<file path="config.mk">
export PLATFORM = sky130hd
export DESIGN_NAME = ggc_ram
export DESIGN_NICKNAME = d
export VERILOG_FILES = /design/src/hdl/ggc_ram.sv
export SDC_FILE = /design/constraint.sdc
export NUM_CORES = 1
export LEC_CHECK = 0
export BUFFER_PORTS_ARGS = -buffer_cell sky130_fd_sc_hd__buf_2
export CELL_PAD_IN_SITES_DETAIL_PLACEMENT = 2
export CELL_PAD_IN_SITES_GLOBAL_PLACEMENT = 2
export CORE_MARGIN = 4
export CORE_UTILIZATION = 35
export DETAILED_ROUTE_END_ITERATION = 8
export GPL_TIMING_DRIVEN = 0
export PLACE_DENSITY_LB_ADDON = 0.1
export SYNTH_ARGS = -nofsm -noshare
export SYNTH_HDL_FRONTEND = slang
export SYNTH_SLANG_ARGS = --single-unit
</file>
<file path="constraint.sdc">
create_clock -name clk -period 2 [get_ports clk]
set_input_delay 0.4 -clock clk [delete_from_list [all_inputs] [get_ports clk]]
set_output_delay 0.4 -clock clk [all_outputs]
set_load 0.02 [all_outputs]
</file>
<file path="src/hdl/ggc_ram.sv">
// generic simple dual port ram, one write and one registered read port
module ggc_ram #(
	parameter int WIDTH = 8,
	parameter int DEPTH = 16
) (
	input  logic                     clk,
	input  logic                     we,
	input  logic [$clog2(DEPTH)-1:0] waddr,
	input  logic [WIDTH-1:0]         wdata,
	input  logic                     re,
	input  logic [$clog2(DEPTH)-1:0] raddr,
	output logic [WIDTH-1:0]         rdata
);

	logic [WIDTH-1:0] mem [DEPTH];

	always_ff @(posedge clk) begin
		if (we) begin
			mem[waddr] <= wdata;
		end
		if (re) begin
			rdata <= mem[raddr];
		end
	end

endmodule

</file>
==> results.md, run 1 <==
- Final HPWL DP: 7990 um
- Number of library cell types mapped by synthesis: 18
- Seq/Total Area, Yosys: 0.781
- Non-filler cells in the finished layout: 468
- Seq cells post-synth: 136
- Critical Path AT: around 1.8 ns
- PortBufs: 25
- Final hold violations: 0
- Core box area: between 10000 and 15000 um2
- Tot Pwr: 0.00628 W
- CP max FO: 8
- Yosys top cell by area: edfxtp_1
- Number of post-CTS setup repair buffers: 0
- Most area-consuming cells after synthesis: edfxtp_1, mux4_2, mux4_1, a22oi_1, nor2_1
- Hold Crit Class: input pin to flip-flop
- Layout Nets: 293
- Clock skew: 0.00375 ns
- Clock root cell: clkbuf_16
- H-tree levels: 4
- Total Routed Length: 12000 um
- Synth-to-Final Area Change: 16.6%
- Final setup viols: 0
- Clock slew at reported path FFs: roughly 0.050 ns
- WHS: 0.346 ns
- Max Freq: about 560 MHz
- Die ar.: 17000 um2
- CTS max path bufs: 2
- LEAKAGE: 2.00 nW
- Clk_lat worst skew: 0.41 ns
- Slew @ Worst Pin: 1.29 ns
- Mapped Cells: 229
- Post-route minimum period: 1.78 ns
- Cell Area, Synth: between 5000 and 6000 um2
- CTS buffer count: 17
- DR vias: 2421
- Slew Viols, Final: 0
- Tot GR Track Use: 0.153
- CTS tree: done
- Setup_tns: 0 ns
- Crit Path Class: input pin to flip-flop
- # hold bufs at CTS: 0
- Max-slew headroom: 0.134
- Required time of the critical path: 2.02 ns
- Worst hold stages: 1
- Maxcap violations: 0
- Status: completed
- Via density: 5.17
- DR DRC count: 0
- Sink Count: 136
- VDD IR max: 556 uV
- Routability-driven placement congestion ratio: 0.665
- Antenna diodes: 0
- RSZ-0062 raised after global routing: no
- Routed WL per cell: ~26 um
- Placed Cells: 439
- CP endpoint kind: flip-flop
- Drt first pass iters: 4
- Share of cells above drive strength 1: 0.268
- Post-synth net total: around 250
- R2r worst-path depth: 3
- DIE WIDTH: 130 um
- Yosys warns: 0
- Final Cycle Share: 0.891
- Initial antenna violation count: 0
- Row cnt: 44
- Startpoint types: input pin
- Remaining antenna violation count: 0
- Syn avg cell area: 22.8 um2
- Vias in the first global route: 2711
- Top-area cell type share of the netlist area: 0.781
- 1st-iter DRT viols: roughly 190
- Largest net degree at the start of global routing: 17
- Initial Utilization: 0.358
- PD cells: roughly 1000 nW/um2
- Die H: ~130 um
- Io pins: 27
- First-pass GRT wire length: 17600 um
- Grt total ovfl: 0
## routing by layer
layer,GRT usage,share of wire,vias to the layer above
met3,0.0311,0.029,16
met4,0.0697,0.018,0
met1,0.205,0.46,1289
li1,-,-,1069
met5,0,0,-
met2,0.243,0.49,47
## critical path, stage by stage
cell      delay (ns)
buf_2           0.12
nand3b_1        0.25
nor3_1          1.02
## sequential cells by signal (all words and copies together) (netlist names)
signal / count
rdata: 8
mem: 128
## cell usage after synthesis (all sizes together)
cell           count
edfxtp           136
mux4              32
a22oi             16
nor2              13
nand2              9
buf                7
nor3               4
clkdlybuf4s25      3
nand2b             2
nand3b             2
and2               1
and2b              1
nand3              1
nor2b              1
or3b               1
## kinds of logic after synthesis
group                  after synthesis  share of synthesized area
multiplexers                        32                      0.148
AO/OA/AOI/OAI                       16                     0.0230
AND/OR/NAND/NOR                     35                     0.0314
buffers and inverters               10                     0.0165
flip-flops                         136                      0.781
## final timing paths
path                            startpoint   endpoint  slack [ns]
worst min-delay path                    re   rdata[6]        0.35
worst max register to register  mem[15][7]   rdata[7]        0.36
worst min register to register   mem[3][3]   rdata[3]        0.78
worst max-delay path              waddr[3]  mem[4][4]        0.22
## cell usage in the layout (no fill, tap or decap), types with 3 or more instances in the layout
| cell | instances |
|---|---|
| buf_2 | 28 |
| mux4_2 | 18 |
| a22oi_1 | 16 |
| nand2_1 | 9 |
| clkinv_1 | 5 |
| clkbuf_16 | 17 |
| buf_6 | 3 |
| mux4_1 | 14 |
| nor2_1 | 13 |
| nor3_1 | 3 |
| clkbuf_1 | 4 |
| clkdlybuf4s25_2 | 3 |
| edfxtp_1 | 136 |
## repair_timing
item | in CTS | in global routing
setup endpoints to repair | 8 | 0
hold endpoints to repair | 0 | 0
resized for setup | 1 | 0
## power breakdown
group / switching (W) / total [W] / internal (W)
sequential: 0.0000149 / 0.00323 / 0.00321
combinational: 0.000207 / 0.000331 / 0.000124
clock: 0.00106 / 0.00272 / 0.00166
total: 0.00128 / 0.00628 / 0.00500
## layout make-up
type | count | area [um2]
sequential | 136 | 4080
clock inverter | 8 | 58.8
fill | 1343 | 8490
multi-input combinational | 83 | 1060
buffer | 10 | 86.3
tap | 184 | 230
clock buffer | 21 | 440
timing repair buffer | 26 | 133
## per-stage QoR
stage | setup WS (ns) | util | instance area, um2
2_1_floorplan | 0.107 | - | 5230
3_3_place_gp | -0.536 | 0.383 | 5580
3_5_place_dp | -0.511 | 0.383 | 5590
4_1_cts | 0.166 | 0.418 | 6090
5_1_grt | 0.138 | 0.418 | 6090
6_report | 0.218 | 0.418 | 6090
(Power assumes the default switching activity.)
==> run 2, diff against run 1 <==
ABC_AREA = 1   (was not set)
==> results.md, run 2 <==
- Status: completed
- Final setup viols: 0
- Layout Nets: approximately 610
- Antenna diodes: 0
- Die ar.: 18800 um2
- Core box area: ~16000 um2
- LEAKAGE: 2.92 nW
- Via density: 4.92
- Commonest non-fill, non-tap cell in the layout: nand2_1
- WHS: 0.350 ns
- Routability-driven placement congestion ratio: 0.767
- FF-to-FF Start: mem[10][4]
- Io pins: 27
- Final Core Density: 0.426
- Slew @ Worst Pin: approximately 1.0 ns
- Max-slew headroom: 0.309
- Drt first pass iters: 6
- Yosys top cell by area: edfxtp_1
- 1st-iter DRT viols: 302
- Final hold violations: 0
- Largest net degree at the start of global routing: 17
- PD cells: 1040 nW/um2
- Reg with most FFs: mem
- Post_cts resized: 0
- Slew Viols, Final: 0
- Biggest regs: mem: 128 flops, rdata: 8 flops
- Final Cycle Share: 0.783
- # hold bufs at CTS: 0
- CP endpoint kind: flip-flop
- R2r worst-path depth: 6
- Top-area cell type share of the netlist area: 0.698
- First-pass GRT wire length: 28000 um
- CTS max path bufs: 2
- Number of post-CTS setup repair buffers: 0
- Max Freq: 638 MHz
- Final HPWL DP: 12400 um
- CP max FO: 8
- Vias in the first global route: approximately 4400
- Remaining antenna violation count: 0
- R2R setup slack: between 0.7 and 0.8 ns
- Initial Utilization: 0.363
- Worst hold start: re
- Setup_tns: 0 ns
- Commonest cells after routing, fill and taps aside: nand2_1, edfxtp_1, inv_1, nand3_1, buf_2
- Startpoint types: input pin
- Fillers: 1693
- Post-synth net total: 570
- DR DRC count: 0
- VDD IR max: between 500 and 600 uV
- Synth-to-Final Area Change: 17.4%
- Critical Path AT: between 1.5 and 2 ns
- DR vias: 4048
- Row cnt: 46
- Required time of the critical path: just over 2 ns
- Crit Path Class: input pin to flip-flop
- CTS tree: done
- Initial antenna violation count: 0
- Sink Count: approximately 140
- Top cells by count, synth: nand2_1, edfxtp_1, inv_1, nand3_1, nor2_1
- Cell Area, Synth: 5850 um2
- Ys async rst share: 0
- Clock root cell: clkbuf_16
- Post-route minimum period: 1.57 ns
- Total Routed Length: 18600 um
- Seq/Total Area, Yosys: 0.698
- Die H: 137 um
- CTS buffer count: 17
- Reg-to-reg endpoint: rdata[4]
- Grt total ovfl: 0
- Share of cells above drive strength 1: 0.125
- Worst hold stages: 1
- DIE WIDTH: 137 um
- Tot GR Track Use: 0.212
- RSZ-0062 raised after global routing: no
- Routed WL per cell: 22.7 um
- Post-synth top flop: edfxtp_1
- Mapped Cells: around 550
- Most area-consuming cells after synthesis: edfxtp_1, nand2_1, nand3_1, inv_1, buf_6
- Post-synth EDFFs: roughly 140
- H-tree levels: 4
- PortBufs: 23
- Seq cells post-synth: 136
- Yosys warns: 0
- Tot Pwr: 0.00712 W
- Max reg flops: between 100 and 150
- Syn avg cell area: around 11 um2
- Clock skew: 0.00402 ns
- Maxcap violations: 0
- Clk_lat worst skew: 0.43 ns
- Worst Hold End: rdata[2]
- Number of library cell types mapped by synthesis: 11
- Hold Crit Class: input pin to flip-flop
- Clock slew at reported path FFs: 0.06 ns
- Most common cell in the netlist: nand2_1
## run 2: cell count changes after synthesis, moves of 10 or more
cell,previous run,this run
nand3_1,1,97
mux4_2,18,0
nand2_1,9,173
mux4_1,14,0
inv_1,0,100
buf_2,3,13
a22oi_1,16,0
## run 2: worst max-delay path by stage
| stage | startpoint | endpoint | slack [ns] | cells past startpoint |
|---|---|---|---|---|
| global route | waddr[3] | mem[4][4] | 0.37 | 3 |
| global placement | waddr[3] | mem[7][0] | 0.05 | 3 |
| floorplan | waddr[2] | mem[10][0] | 0.65 | 2 |
| detailed placement | waddr[3] | mem[4][0] | 0.02 | 3 |
| finish | waddr[3] | mem[4][0] | 0.43 | 3 |
| CTS | waddr[3] | mem[4][1] | 0.46 | 3 |
## run 2: metal layers
layer  global-route usage  vias to the layer above  part of all wire  wire, um
li1                     -                     1866                 -         -
met1                0.293                     2074              0.48      8920
met2                0.337                       92              0.47      8720
met3               0.0457                       16             0.038       714
met4               0.0654                        0             0.015       278
met5                    0                        -                 0         0
## run 2: logic make-up after synthesis
family,synth area share
and+or+nand+nor,0.208
buffers and inverters,0.0939
DFF,0.698
## run 2: power breakdown
part	internal [W]	switching [W]
logic	0.000120	0.000346
registers	0.00321	0.0000164
clock network	0.00220	0.00123
total	0.00553	0.00159
## run 2: through the flow
stage,cells,setup slack [ns],instance area [um2]
4_1_cts,822,0.462,6870
3_5_place_dp,790,0.0185,6230
2_1_floorplan,551,0.649,5850
5_1_grt,822,0.366,6870
3_3_place_gp,790,0.0522,6230
6_report,822,0.433,6870
## run 2: worst max-delay path, cell delays in order
cell and delay (ns):
buf_2 0.12, nand3b_1 0.25, nor2_1 0.83
## run 2: layout make-up
cell class / count / area, um2 / area share
plain buffers: 24 / 166 / 0.0242
multi-input cells: 289 / 1210 / 0.177
inverters: 102 / 383 / 0.0558
flip-flops and latches: 136 / 4080 / 0.595
clock buffers: 18 / 429 / 0.0625
repair buffers: 23 / 115 / 0.0168
well taps: 216 / 270 / 0.0394
clock inverters: 14 / 205 / 0.0299
